File: src/rtl/core/ipmi_serial_receive_deframer_core_assert.svh
// assertion macros shared by the deframer core
`ifndef IPMI_SERIAL_RECEIVE_DEFRAMER_CORE_ASSERT_SVH
`define IPMI_SERIAL_RECEIVE_DEFRAMER_CORE_ASSERT_SVH

// same-cycle implication, off during reset
`define ISRD_ASSERT_HOLDS(lbl, clk, rst, ante, cons, msg) \
   lbl: assert property (@(posedge clk) disable iff (rst) (ante) |-> (cons)) \
      else $error(msg);

// next-cycle implication, off during reset
`define ISRD_ASSERT_NEXT(lbl, clk, rst, ante, cons, msg) \
   lbl: assert property (@(posedge clk) disable iff (rst) (ante) |=> (cons)) \
      else $error(msg);

`endif

File: src/rtl/core/isrd_pkg.sv
// types and constants of the serial receive deframer
package isrd_pkg;

   localparam logic [2:0] MODE_LINK       = 3'd0;
   localparam logic [2:0] MODE_READ       = 3'd1;
   localparam logic [2:0] MODE_PTR_CLEAR  = 3'd2;
   localparam logic [2:0] MODE_ATTN_CLEAR = 3'd3;
   localparam logic [2:0] MODE_RELEASE    = 3'd4;

   localparam logic [7:0] MSG_END  = 8'hA0;
   localparam logic [7:0] CMD_END  = 8'hA1;
   localparam logic [7:0] ESC_BYTE = 8'hAA;
   localparam logic [7:0] ESC_BIT  = 8'h10;

   localparam int MSG_MIN_LEN = 4;

   typedef enum logic [3:0] {
      EV_NONE,
      EV_STORED,
      EV_OVERFLOW,
      EV_MSG_OK,
      EV_SHORT,
      EV_CHECKSUM,
      EV_IN_ESCAPE,
      EV_TOO_LONG,
      EV_CMD,
      EV_REFUSED,
      EV_EMPTY
   } isrd_event_type;

   typedef struct packed {
      logic [2:0] mode;
      logic [7:0] link_byte;
   } isrd_item_type;

   typedef struct packed {
      logic [7:0]     read_data;
      isrd_event_type event_res;
      logic           attention;
      logic           link_ready;
   } isrd_result_type;

endpackage

File: src/rtl/core/isrd_if.sv
// request, response and register write channels of the deframer
interface isrd_req_if;
   logic       valid;
   logic       ready;
   logic [2:0] mode;
   logic [7:0] link_byte;

   modport source (output valid, output mode, output link_byte, input ready);
   modport sink (input valid, input mode, input link_byte, output ready);
endinterface

interface isrd_rsp_if;
   logic       valid;
   logic       ready;
   logic [7:0] read_data;
   logic [3:0] event_res;
   logic       attention;
   logic       link_ready;

   modport source (output valid, output read_data, output event_res, output attention,
                   output link_ready, input ready);
   modport sink (input valid, input read_data, input event_res, input attention,
                 input link_ready, output ready);
endinterface

interface isrd_csr_if;
   logic valid;
   logic ready;
   logic h2b_irq_enable;

   modport source (output valid, output h2b_irq_enable, input ready);
   modport sink (input valid, input h2b_irq_enable, output ready);
endinterface

File: src/rtl/core/ipmi_serial_receive_deframer_core.sv
// Serial receive deframer: takes one word per cycle, back to back, unless the result side stalls
// on rsp_bus.ready. A word is held in the input register, is decoded against the frame state in
// a single pass, and its result lands in the result register, from which it leaves. The frame store
// is a one-write, two-read memory: one read port keeps the last stored byte ready for checksum
// trimming and the other keeps the entry at the read pointer ready for message reads, so no word
// ever waits on the memory. The first two frame bytes live in flops for the swap. The store needs
// no clearing pass after reset. Write h2b_irq_enable only while idle; the core does not check it.
module ipmi_serial_receive_deframer_core
   import isrd_pkg::*;
#(
   parameter int FRAME_DEPTH = 256
) (
   input  logic          clock,
   input  logic          reset,
   isrd_req_if.sink      req_bus,
   isrd_rsp_if.source    rsp_bus,
   isrd_csr_if.sink      csr_bus
);

   logic            irq_en_ff;
   logic            in_valid_ff;
   isrd_item_type   in_item_ff;
   logic            out_valid_ff;
   isrd_result_type out_ff;
   isrd_result_type result;
   logic            proc;

   assign proc          = in_valid_ff && (!out_valid_ff || rsp_bus.ready);
   assign req_bus.ready = !in_valid_ff || proc;
   assign csr_bus.ready = 1'b1;

   always_ff @(posedge clock) begin
      if (reset) begin
         irq_en_ff    <= 1'b0;
         in_valid_ff  <= 1'b0;
         out_valid_ff <= 1'b0;
      end else begin
         if (csr_bus.valid) begin
            irq_en_ff <= csr_bus.h2b_irq_enable;
         end
         if (req_bus.valid && req_bus.ready) begin
            in_valid_ff <= 1'b1;
         end else if (proc) begin
            in_valid_ff <= 1'b0;
         end
         if (proc) begin
            out_valid_ff <= 1'b1;
         end else if (rsp_bus.ready) begin
            out_valid_ff <= 1'b0;
         end
      end
   end

   always_ff @(posedge clock) begin
      if (req_bus.valid && req_bus.ready) begin
         in_item_ff.mode      <= req_bus.mode;
         in_item_ff.link_byte <= req_bus.link_byte;
      end
      if (proc) begin
         out_ff <= result;
      end
   end

   isrd_engine #(
      .FRAME_DEPTH(FRAME_DEPTH)
   ) u_engine (
      .clock  (clock),
      .reset  (reset),
      .fire   (proc),
      .item   (in_item_ff),
      .irq_en (irq_en_ff),
      .result (result)
   );

   assign rsp_bus.valid      = out_valid_ff;
   assign rsp_bus.read_data  = out_ff.read_data;
   assign rsp_bus.event_res  = out_ff.event_res;
   assign rsp_bus.attention  = out_ff.attention;
   assign rsp_bus.link_ready = out_ff.link_ready;

endmodule

File: src/rtl/core/isrd_engine.sv
// deframer state, frame memory and per-word decode
`include "ipmi_serial_receive_deframer_core_assert.svh"

module isrd_engine
   import isrd_pkg::*;
#(
   parameter int FRAME_DEPTH = 256
) (
   input  logic            clock,
   input  logic            reset,
   input  logic            fire,
   input  isrd_item_type   item,
   input  logic            irq_en,
   output isrd_result_type result
);

   localparam int IW = (FRAME_DEPTH > 1) ? $clog2(FRAME_DEPTH) : 1;
   localparam int LW = $clog2(FRAME_DEPTH + 1);
   localparam logic [LW-1:0] DEPTH_L = LW'(FRAME_DEPTH);
   localparam logic [LW-1:0] MIN_L   = LW'(MSG_MIN_LEN);

   logic [7:0] mem [FRAME_DEPTH];

   logic [LW-1:0] len_ff, len_in;
   logic [7:0]    sum_ff, sum_in;
   logic          esc_ff, esc_in;
   logic          ovf_ff, ovf_in;
   logic          wait_ff, wait_in;
   logic          attn_ff, attn_in;
   logic          ptr_none_ff, ptr_none_in;
   logic [LW-1:0] ptr_ff, ptr_in;
   // entries 0 and 1 live in flops so a message end can swap them
   logic [7:0]    b0_ff, b0_in;
   logic [7:0]    b1_ff, b1_in;
   // prefetched store[len-1] and store[read pointer]
   logic [7:0]    tail_ff;
   logic [7:0]    head_ff;

   logic          we;
   logic [IW-1:0] waddr;
   logic [7:0]    wdata;
   logic [IW-1:0] raddr_tail;
   logic [IW-1:0] raddr_head;
   logic [LW-1:0] len_m1;
   logic [7:0]    ch_eff;
   logic [7:0]    head_val;
   logic [7:0]    data;
   isrd_event_type ev;

   assign ch_eff = esc_ff ? (item.link_byte & ~ESC_BIT) : item.link_byte;
   assign head_val = (ptr_ff == '0) ? b0_ff :
                     (ptr_ff == LW'(1)) ? b1_ff : head_ff;

   always_comb begin
      len_in      = len_ff;
      sum_in      = sum_ff;
      esc_in      = esc_ff;
      ovf_in      = ovf_ff;
      wait_in     = wait_ff;
      attn_in     = attn_ff;
      ptr_none_in = ptr_none_ff;
      ptr_in      = ptr_ff;
      b0_in       = b0_ff;
      b1_in       = b1_ff;
      we          = 1'b0;
      waddr       = len_ff[IW-1:0];
      wdata       = ch_eff;
      data        = 8'd0;
      ev          = EV_NONE;
      if (fire) begin
         unique case (item.mode)
            MODE_LINK: begin
               if (wait_ff) begin
                  ev = EV_REFUSED;
               end else if (item.link_byte == MSG_END || item.link_byte == CMD_END) begin
                  if (esc_ff) begin
                     ev = EV_IN_ESCAPE;
                  end else if (ovf_ff) begin
                     ev = EV_TOO_LONG;
                  end else if (len_ff == '0) begin
                     ev = EV_EMPTY;
                  end else if (item.link_byte == MSG_END) begin
                     attn_in = 1'b1;
                     if (len_ff < MIN_L) begin
                        ev = EV_SHORT;
                     end else if (sum_ff != 8'd0) begin
                        ev = EV_CHECKSUM;
                     end else begin
                        // drop the checksum byte and swap the first two bytes
                        ev     = EV_MSG_OK;
                        len_in = len_ff - LW'(1);
                        sum_in = sum_ff - tail_ff;
                        b0_in  = b1_ff;
                        b1_in  = b0_ff;
                        if (irq_en) begin
                           wait_in = 1'b1;
                        end
                     end
                  end else begin
                     ev     = EV_CMD;
                     len_in = '0;
                     sum_in = 8'd0;
                     esc_in = 1'b0;
                     ovf_in = 1'b0;
                  end
               end else if (item.link_byte == ESC_BYTE) begin
                  if (!ovf_ff) begin
                     esc_in = 1'b1;
                  end
               end else begin
                  esc_in = 1'b0;
                  if (ovf_ff) begin
                     ev = EV_OVERFLOW;
                  end else if (len_ff >= DEPTH_L) begin
                     ev     = EV_OVERFLOW;
                     ovf_in = 1'b1;
                  end else begin
                     ev     = EV_STORED;
                     we     = 1'b1;
                     len_in = len_ff + LW'(1);
                     sum_in = sum_ff + ch_eff;
                     if (len_ff == '0) begin
                        b0_in = ch_eff;
                     end
                     if (len_ff == LW'(1)) begin
                        b1_in = ch_eff;
                     end
                  end
               end
            end
            MODE_READ: begin
               if (ptr_none_ff) begin
                  data        = 8'(len_ff);
                  ptr_none_in = 1'b0;
                  ptr_in      = '0;
               end else if (ptr_ff < len_ff && ptr_ff < DEPTH_L) begin
                  data   = head_val;
                  ptr_in = ptr_ff + LW'(1);
               end
            end
            MODE_PTR_CLEAR: begin
               ptr_none_in = 1'b1;
               ptr_in      = '0;
            end
            MODE_ATTN_CLEAR: begin
               attn_in = 1'b0;
            end
            MODE_RELEASE: begin
               wait_in = 1'b0;
               len_in  = '0;
               sum_in  = 8'd0;
               esc_in  = 1'b0;
               ovf_in  = 1'b0;
            end
            default: begin
            end
         endcase
      end
   end

   assign len_m1     = len_in - LW'(1);
   assign raddr_tail = len_m1[IW-1:0];
   assign raddr_head = ptr_in[IW-1:0];

   always_ff @(posedge clock) begin
      if (reset) begin
         len_ff      <= '0;
         sum_ff      <= 8'd0;
         esc_ff      <= 1'b0;
         ovf_ff      <= 1'b0;
         wait_ff     <= 1'b0;
         attn_ff     <= 1'b0;
         ptr_none_ff <= 1'b1;
         ptr_ff      <= '0;
      end else begin
         len_ff      <= len_in;
         sum_ff      <= sum_in;
         esc_ff      <= esc_in;
         ovf_ff      <= ovf_in;
         wait_ff     <= wait_in;
         attn_ff     <= attn_in;
         ptr_none_ff <= ptr_none_in;
         ptr_ff      <= ptr_in;
      end
   end

   always_ff @(posedge clock) begin
      b0_ff <= b0_in;
      b1_ff <= b1_in;
   end

   // one write port, two registered read ports with write bypass
   always_ff @(posedge clock) begin
      if (we) begin
         mem[waddr] <= wdata;
      end
      tail_ff <= (we && waddr == raddr_tail) ? wdata : mem[raddr_tail];
      head_ff <= (we && waddr == raddr_head) ? wdata : mem[raddr_head];
   end

   assign result.read_data  = data;
   assign result.event_res  = ev;
   assign result.attention  = attn_in;
   assign result.link_ready = ~wait_in;

   `ISRD_ASSERT_HOLDS(a_ovf_full, clock, reset, ovf_ff, len_ff == DEPTH_L, "overflow below full")
   `ISRD_ASSERT_HOLDS(a_wait_len, clock, reset, wait_ff, len_ff >= LW'(3), "waiting with short frame")
   `ISRD_ASSERT_HOLDS(a_ptr_range, clock, reset, !ptr_none_ff, ptr_ff <= DEPTH_L, "read pointer past depth")
   `ISRD_ASSERT_NEXT(a_msg_attn, clock, reset, fire && ev == EV_MSG_OK, attn_ff, "message end without attention")

endmodule

File: src/flat_wrapper.sv
// flat-port wrapper written by rule: the top's interface ports become plain ports
module ipmi_serial_receive_deframer_core_flat import isrd_pkg::*;
#(
   parameter int FRAME_DEPTH = 256
)
  (clock, reset, req_bus_valid, req_bus_mode, req_bus_link_byte, req_bus_ready, rsp_bus_valid, rsp_bus_read_data, rsp_bus_event_res, rsp_bus_attention, rsp_bus_link_ready, rsp_bus_ready, csr_bus_valid, csr_bus_h2b_irq_enable, csr_bus_ready);
  isrd_req_if req_bus_i ();
  isrd_rsp_if rsp_bus_i ();
  isrd_csr_if csr_bus_i ();
  input  logic clock;
  input  logic reset;
  input wire logic [$bits(req_bus_i.valid)-1:0] req_bus_valid;
  input wire logic [$bits(req_bus_i.mode)-1:0] req_bus_mode;
  input wire logic [$bits(req_bus_i.link_byte)-1:0] req_bus_link_byte;
  output wire logic [$bits(req_bus_i.ready)-1:0] req_bus_ready;
  output wire logic [$bits(rsp_bus_i.valid)-1:0] rsp_bus_valid;
  output wire logic [$bits(rsp_bus_i.read_data)-1:0] rsp_bus_read_data;
  output wire logic [$bits(rsp_bus_i.event_res)-1:0] rsp_bus_event_res;
  output wire logic [$bits(rsp_bus_i.attention)-1:0] rsp_bus_attention;
  output wire logic [$bits(rsp_bus_i.link_ready)-1:0] rsp_bus_link_ready;
  input wire logic [$bits(rsp_bus_i.ready)-1:0] rsp_bus_ready;
  input wire logic [$bits(csr_bus_i.valid)-1:0] csr_bus_valid;
  input wire logic [$bits(csr_bus_i.h2b_irq_enable)-1:0] csr_bus_h2b_irq_enable;
  output wire logic [$bits(csr_bus_i.ready)-1:0] csr_bus_ready;
  assign req_bus_i.valid = req_bus_valid;
  assign req_bus_i.mode = req_bus_mode;
  assign req_bus_i.link_byte = req_bus_link_byte;
  assign req_bus_ready = req_bus_i.ready;
  assign rsp_bus_valid = rsp_bus_i.valid;
  assign rsp_bus_read_data = rsp_bus_i.read_data;
  assign rsp_bus_event_res = rsp_bus_i.event_res;
  assign rsp_bus_attention = rsp_bus_i.attention;
  assign rsp_bus_link_ready = rsp_bus_i.link_ready;
  assign rsp_bus_i.ready = rsp_bus_ready;
  assign csr_bus_i.valid = csr_bus_valid;
  assign csr_bus_i.h2b_irq_enable = csr_bus_h2b_irq_enable;
  assign csr_bus_ready = csr_bus_i.ready;
  ipmi_serial_receive_deframer_core #(.FRAME_DEPTH(FRAME_DEPTH)) u_core (.clock(clock), .reset(reset), .req_bus(req_bus_i), .rsp_bus(rsp_bus_i), .csr_bus(csr_bus_i));
endmodule
File: config.mk
export PLATFORM = sky130hd
export DESIGN_NAME = ipmi_serial_receive_deframer_core_flat
export DESIGN_NICKNAME = d
export VERILOG_FILES = /design/src/rtl/core/isrd_pkg.sv /design/src/rtl/core/isrd_if.sv /design/src/rtl/core/ipmi_serial_receive_deframer_core.sv /design/src/rtl/core/isrd_engine.sv /design/src/flat_wrapper.sv
export VERILOG_INCLUDE_DIRS = /design/src /design/src/rtl/core
export SDC_FILE = /design/constraint.sdc
export NUM_CORES = 2
export LEC_CHECK = 0
export BUFFER_PORTS_ARGS = -buffer_cell sky130_fd_sc_hd__buf_2
export CAP_MARGIN = 25
export CORE_ASPECT_RATIO = 1.1
export CORE_UTILIZATION = 30
export CTS_BUF_LIST = sky130_fd_sc_hd__clkbuf_8
export DETAILED_ROUTE_END_ITERATION = 8
export GPL_TIMING_DRIVEN = 0
export PLACE_DENSITY_LB_ADDON = 0.2
export REMOVE_ABC_BUFFERS = 1
export SETUP_SLACK_MARGIN = 0.3
export SYNTH_ARGS = -nofsm -noshare
export SYNTH_HDL_FRONTEND = slang
export SYNTH_SLANG_ARGS = --single-unit
File: constraint.sdc
create_clock -name clock -period 14.1 [get_ports clock]
set_input_delay 1.41 -clock clock [delete_from_list [all_inputs] [get_ports clock]]
set_output_delay 1.41 -clock clock [all_outputs]
set_load 0.02 [all_outputs]
Word-level counts from Yosys, hierarchy flattened
Memory sizes are Yosys's and may differ from the RTL's. A register that Yosys moved wholly into a read port is not among the register bits.
Cells that the tools add are included.
{"block": "word_totals", "ff_bits": 75, "latchBits": 0, "mem_bits_rw": 2048, "romBits": 0, "out_inout_bits": 17, "mem_count": 1}
{"memory": "u_core.u_engine.mem", "words": 256, "width": 8, "rd": 2, "rd_clocked_by_memory_dff": 2, "wr": 1, "line_no": "isrd_engine.sv:22", "text": "logic [7:0] mem [FRAME_DEPTH];"}
{"block": "op_classes", "n_addsub": 6, "mul": 0, "div": 0, "n_lt_le_gt_ge": 4, "n_eq_ne": 27, "n_shift": 0, "n_mux": 114, "bitwise": 4, "reduce_logical": 26}
{"operator": "$mux 8", "n": 38}
{"operator": "$mux 9", "n": 14}
{"operator": "$mux 1", "n": 42}
{"operator": "$pmux 9 s2", "n": 2}
{"operator": "$eq 8x8->1 const B", "n": 3}
{"operator": "$mux 4", "n": 6}
{"operator": "$reduce_and 12->1", "n": 2}
{"operator": "$add 9x1->9 const B", "n": 2}
{"operator": "$eq 9x1->1 const B", "n": 2}
{"operator": "$logic_not 9->1", "n": 2}
{"operator": "$ne 2x2->1 const B", "n": 9}
{"operator": "$pmux 8 s2", "n": 1}
{"operator": "$ne 3x3->1 const B", "n": 5}
{"operator": "$ne 4x4->1 const B", "n": 3}
{"operator": "$reduce_bool 2->1", "n": 6}
{"operator": "$pmux 1 s2", "n": 5}
{"operator": "$reduce_and 10->1", "n": 1}
{"operator": "$ge 9x9->1 const B", "n": 1}
{"operator": "$lt 9x3->1 const B", "n": 1}
{"operator": "$lt 9x9->1", "n": 1}
{"operator": "$lt 9x9->1 const B", "n": 1}
{"operator": "$sub 9x1->9 const B", "n": 1}
{"operator": "$add 8x8->8", "n": 1}
{"operator": "$reduce_bool 8->1", "n": 1}
{"operator": "19 further kinds", "n": 31}

Longest topological paths before layout
{"block": "logic_depth", "depth_word": 12, "mapped_depth": 19}

Cells and area by module
Synthesis repeated with hierarchy kept, for this count alone.
{"block": "hier_totals", "cells_unflattened": 4998, "hier_area_um2": 100755.4}
{"module": "isrd_engine", "n_inst": 1, "cells_per_inst": 4958, "area_per_inst_um2": 99855.8, "seq_area_each_um2": 62920.3}
{"module": "ipmi_serial_receive_deframer_core", "n_inst": 1, "cells_per_inst": 40, "area_per_inst_um2": 899.6, "seq_area_each_um2": 810.8}

Worst setup path after synthesis
Ideal clock, no wire load.
{"block": "synth_timing", "path_kind": "register to register", "start": "reg u_core.u_engine.esc_ff", "end": "reg u_core.u_engine.sum_ff[6]", "setup_ns": 0.128, "t_arrival_ns": 8.600, "path_slack_ns": 5.373, "path_stages_with_launch": 10, "n_path_buf": 0, "synth_period_minus_slack_ns": 8.727, "path_cell_list": "dfxtp_1 -> nor2b_1 -> ha_1 -> a21o_1 -> a21oi_1 -> xnor2_1 -> a22oi_1 -> nor3_1 -> a21oi_1 -> nor2_1"}
{"block": "synth_via", "elab_chain_len": 8, "elab_cells_between_ends": 10, "cone_classes": "1 x add/sub; 1 x eq/ne; 7 x mux; 1 x reduce/logical"}
{"item": "start: declaration", "line_no": "isrd_engine.sv:26", "text": "logic esc_ff, esc_in;"}
{"item": "start signal: assignment", "line_no": "isrd_engine.sv:178", "text": "esc_ff <= esc_in;"}
{"item": "$mux 5", "line_no": "isrd_engine.sv:50", "text": "assign ch_eff = esc_ff ? (item.link_byte & ~ESC_BIT) : item.link_byte;"}
{"item": "via u_core.u_engine.ch_eff[4]", "line_no": "isrd_engine.sv:45", "text": "logic [7:0] ch_eff;"}
{"item": "$add 8x8->8", "line_no": "isrd_engine.sv:121", "text": "sum_in = sum_ff + ch_eff;"}
{"item": "$mux 8", "line_no": "isrd_engine.sv:114", "text": "end else if (len_ff >= DEPTH_L) begin"}
{"item": "$mux 8", "line_no": "isrd_engine.sv:112", "text": "if (ovf_ff) begin"}
{"item": "$mux 8", "line_no": "isrd_engine.sv:106", "text": "end else if (item.link_byte == ESC_BYTE) begin"}
{"item": "$mux 8", "line_no": "isrd_engine.sv:75", "text": "end else if (item.link_byte == MSG_END || item.link_byte == CMD_END) begin"}
{"item": "$mux 8", "line_no": "isrd_engine.sv:73", "text": "if (wait_ff) begin"}
{"item": "$pmux 8 s2", "line_no": "isrd_engine.sv:71", "text": "unique case (item.mode)"}
{"item": "end signal: assignment", "line_no": "isrd_engine.sv:177", "text": "sum_ff <= sum_in;"}
{"item": "end: declaration", "line_no": "isrd_engine.sv:25", "text": "logic [7:0] sum_ff, sum_in;"}
The timed path passes the listed nets, and every way through them passes these cells. The select of a mux whose other input is x is not followed.
A chain may end at the register's enable or synchronous reset.

==> run metrics <==
Async S/R FF share, synth=0%; total gr overflow=0; All-Layer GR Usage=18.8%; # Max-Cap Violations=0; critical path, cell by cell=buf_16, buf_16, buf_16, buf_16, mux4_2, mux4_2, mux4_2, mux4_2, inv_1, ha_1, nor2b_1, o2111ai_1, nand3_1, o21ai_0, nand2b_1, a21oi_1, xor2_1, xnor2_1, o31ai_1; wire length of the first global-routing pass=448000 µm; Cell Rows=around 220; clk_skew=0.0873 ns; fill cell instance count of the final layout=30459; count of TritonRoute iterations in the first routing pass=6; vias in the first global route=57262; type of destination of the critical path=register; cell type with the highest aggregate area in the netlist=edfxtp_1; Final HPWL DP=around 220000 µm; post-synthesis sequential element count=2139; final RePlAce weighted congestion=a little over 0.8; Clk pin slew, worst setup/hold paths=0.06 ns; primary flip-flop cell chosen by synthesis mapping=edfxtp_1; Bufs on Longest Clock Path=4; Placed Cells=9134; arrival time at the worst endpoint=between 7 and 8 ns; clock latency reported for the late side of the worst-skew pair=~1 ns; initial detailed-routing violation count=5449; count of vias placed by the detailed router=54270; post-layout util=35.4%; result of the run=finished clean; H-tree depth=5; Worst Hold Class=register to register; slew at the pin closest to its max-slew limit=1.18 ns; setup repair after global routing missed its margin=false; cell area power density=between 100 and 150 nW/µm²; synthesis-to-layout area growth=17.4%; count of input and output buffers=32; post-CTS setup buffers=0; max-slew headroom at the worst pin=21.6%; crit share post-route=about 44%; synthesized cell area=100000 µm²; count of unresolved DRC violations after routing=0; Initial Util=between 30% and 40%; die footprint=approximately 340000 µm²; EDFF count, synth=2089; number of pins with negative max-slew slack in the final report=0; achievable frequency=162 MHz; clock sinks=2139; Synth Warn #=0; number of nets with antenna violations after detailed routing=0; Critical Path Max Stage Delay=0.77 ns; leakage power total=36.5 nW; Area contributors post-synth=edfxtp_1 63%, mux4_2 29%, nor2_1 1.2%, dfxtp_1 1.0%, clkbuf_1 0.81%; clock root cell=clkbuf_8; I/O pin cnt=34; number of instances resized during post-cts repair=0; non-filler cells in the finished layout=between 9000 and 10000; final wirelength=320000 µm; Vert. Die Dim=608 µm; Final Net Count=~5200; sequential-to-total area share from yosys stat=63.6%; average wire per cell in the routed design=roughly 33 µm; Tmin final=6.17 ns; TritonCTS buffer count=around 370; total count of hold-check failures in the final report=0; share of the synthesized area in the top cell type=between 60 and 70%; path type of the worst setup path=register to register; Via-to-Cell Ratio=~5.5; fraction of layout instances using a drive strength above 1=41.1%; largest net degree at the start of global routing=52; instance count of the mapped netlist=4764; worst ir drop on vdd=76.0 µV; core region area=between 300000 and 400000 µm²; required time reported for the critical path endpoint=15.05 ns; worst-path cell with the longest stage delay=dfxtp_4; TritonCTS clock tree=done; number of antenna violations at the first check in global routing=21; synthesized area divided by synthesized cell count=between 20 and 25 µm²; CTS hold repair buffers=0; number of setup violations in the final report=0; critical path fanouts, max=37; Critical Path Source Type=register; number of distinct library cell variants in the gate-level netlist after synthesis=67; setup TNS=0 ns; floorplan die width=around 550 µm
-- per-layer routing --
metal	vias up	GRT usage, %	wire (µm)	share of wire [%]
li1	21783	-	-	-
met1	29879	24.2	129000	40
met2	2091	31.9	161000	50
met3	513	3.03	18700	5.8
met4	4	6.66	11400	3.6
met5	-	0	26	0.0081
-- critical path, delay by kind of cell, from the launching register on --
family                   cells  cell delay [ns]
XOR/XNOR                     2             0.28
AND/OR/NAND/NOR              3             0.35
AO/OA/AOI/OAI                4             0.80
flip-flops                   1             0.77
multiplexers                 4             2.21
buffers and inverters        5             1.35
adder cells (fa/ha/maj)      1             0.23
-- state kept, by name (all words and copies together), names as in the netlist, named ones only --
signal,cells
u_core.irq_en_ff,1
u_core.u_engine.b0_ff,8
u_core.u_engine.b1_ff,8
u_core.in_valid_ff,1
u_core.rsp_bus.valid,1
u_core.u_engine.sum_ff,8
u_core.u_engine.ptr_none_ff,1
u_core.rsp_bus.read_data,8
u_core.u_engine.len_ff,9
u_core.u_engine.ovf_ff,1
u_core.u_engine.attn_ff,1
u_core.u_engine.mem,2048
u_core.u_engine.wait_ff,1
u_core.u_engine.ptr_ff,9
u_core.in_item_ff,11
u_core.rsp_bus.link_ready,1
u_core.rsp_bus.attention,1
u_core.rsp_bus.event_res,4
u_core.u_engine.esc_ff,1
-- per-stage QoR --
stage	power [mW]	hold WS (ns)	setup WS (ns)	area [µm²]
finish	13.0	0.552	7.93	118000
global placement	8.02	0.537	-25.46	104000
floorplan	7.63	0.460	-10.20	98600
detailed placement	7.72	0.537	7.76	111000
global route	13.4	0.504	7.40	118000
CTS	13.1	0.479	7.73	117000
-- synthesized netlist by cell type (all sizes together), types with 7 or more instances --
master   instances
a22oi            7
a21o            22
and2            19
a2bb2oi          7
nand2           71
mux2             7
o21ai           17
nand3           41
edfxtp        2089
o31ai            7
a22o            24
xnor2           14
xor2             8
nand2b          10
o22ai            8
a31oi           16
nand4            9
a221o            7
a211oi          17
nor2           327
ha              31
nor3            38
mux4          1312
or3             11
nor4             9
and3             7
dfxtp           50
nor2b           14
clkbuf         216
a311oi          10
inv             27
mux2i           18
buf            171
a221oi          16
a21oi           41
-- cell families after synthesis --
family | count (synthesis) | share of synthesized area, %
xor gates and xnor gates | 22 | 0.192
AOI/OAI and AO/OA | 243 | 1.78
other | 1 | 0.00374
muxes | 1337 | 29.7
DFF | 2139 | 63.6
and+or+nand+nor | 575 | 2.53
adders and majority gates | 33 | 0.427
buffers and inverters | 414 | 1.77
-- placed cells by master (no fill, tap or decap), types with 29 or more instances in the layout --
cell type / instances
edfxtp_1: 2089
mux4_2: 1312
clkbuf_8: 388
nor2_1: 325
buf_16: 140
inv_1: 125
buf_6: 123
clkinv_1: 93
buf_4: 75
nand2_1: 68
clkinv_2: 51
a21oi_1: 41
dfxtp_1: 38
nor3_1: 37
buf_2: 37
ha_1: 31
nand3_1: 29
-- layout make-up --
type                    count  area [µm²]  area share (%)
multi-input cells        2211       34800            29.6
diodes                     13        32.5          0.0276
clock inverters           268        1450            1.23
inverters                  27         109          0.0925
repair buffers            412        6650            5.65
clock buffers             388        5340            4.54
flip-flops and latches   2139       63800            54.2
well taps                4368        5470            4.65
-- path summary, 6_finish.rpt --
check	from	to	slack, ns	depth (start not counted)
hold / removal	u_core.u_engine.b0_ff[2]$_DFFE_PP_	u_core.u_engine.b1_ff[2]$_DFFE_PP_	0.55	1
hold reg to reg	u_core.u_engine.b0_ff[2]$_DFFE_PP_	u_core.u_engine.b1_ff[2]$_DFFE_PP_	0.55	1
setup / recovery	register	u_core.u_engine.sum_ff[7]$_SDFFE_PP0P_	7.93	19
setup reg to reg	register	u_core.u_engine.sum_ff[7]$_SDFFE_PP0P_	7.93	19
-- power by group --
group	switching, mW	internal [mW]	leakage, nW	total (mW)
clock network	2.64	2.76	3.87	5.40
logic	0.327	0.249	13.4	0.576
registers	0.0223	6.98	19.2	7.00
total	2.99	9.99	36.5	13.0
No activity file was read; power rests on OpenSTA's default activity.
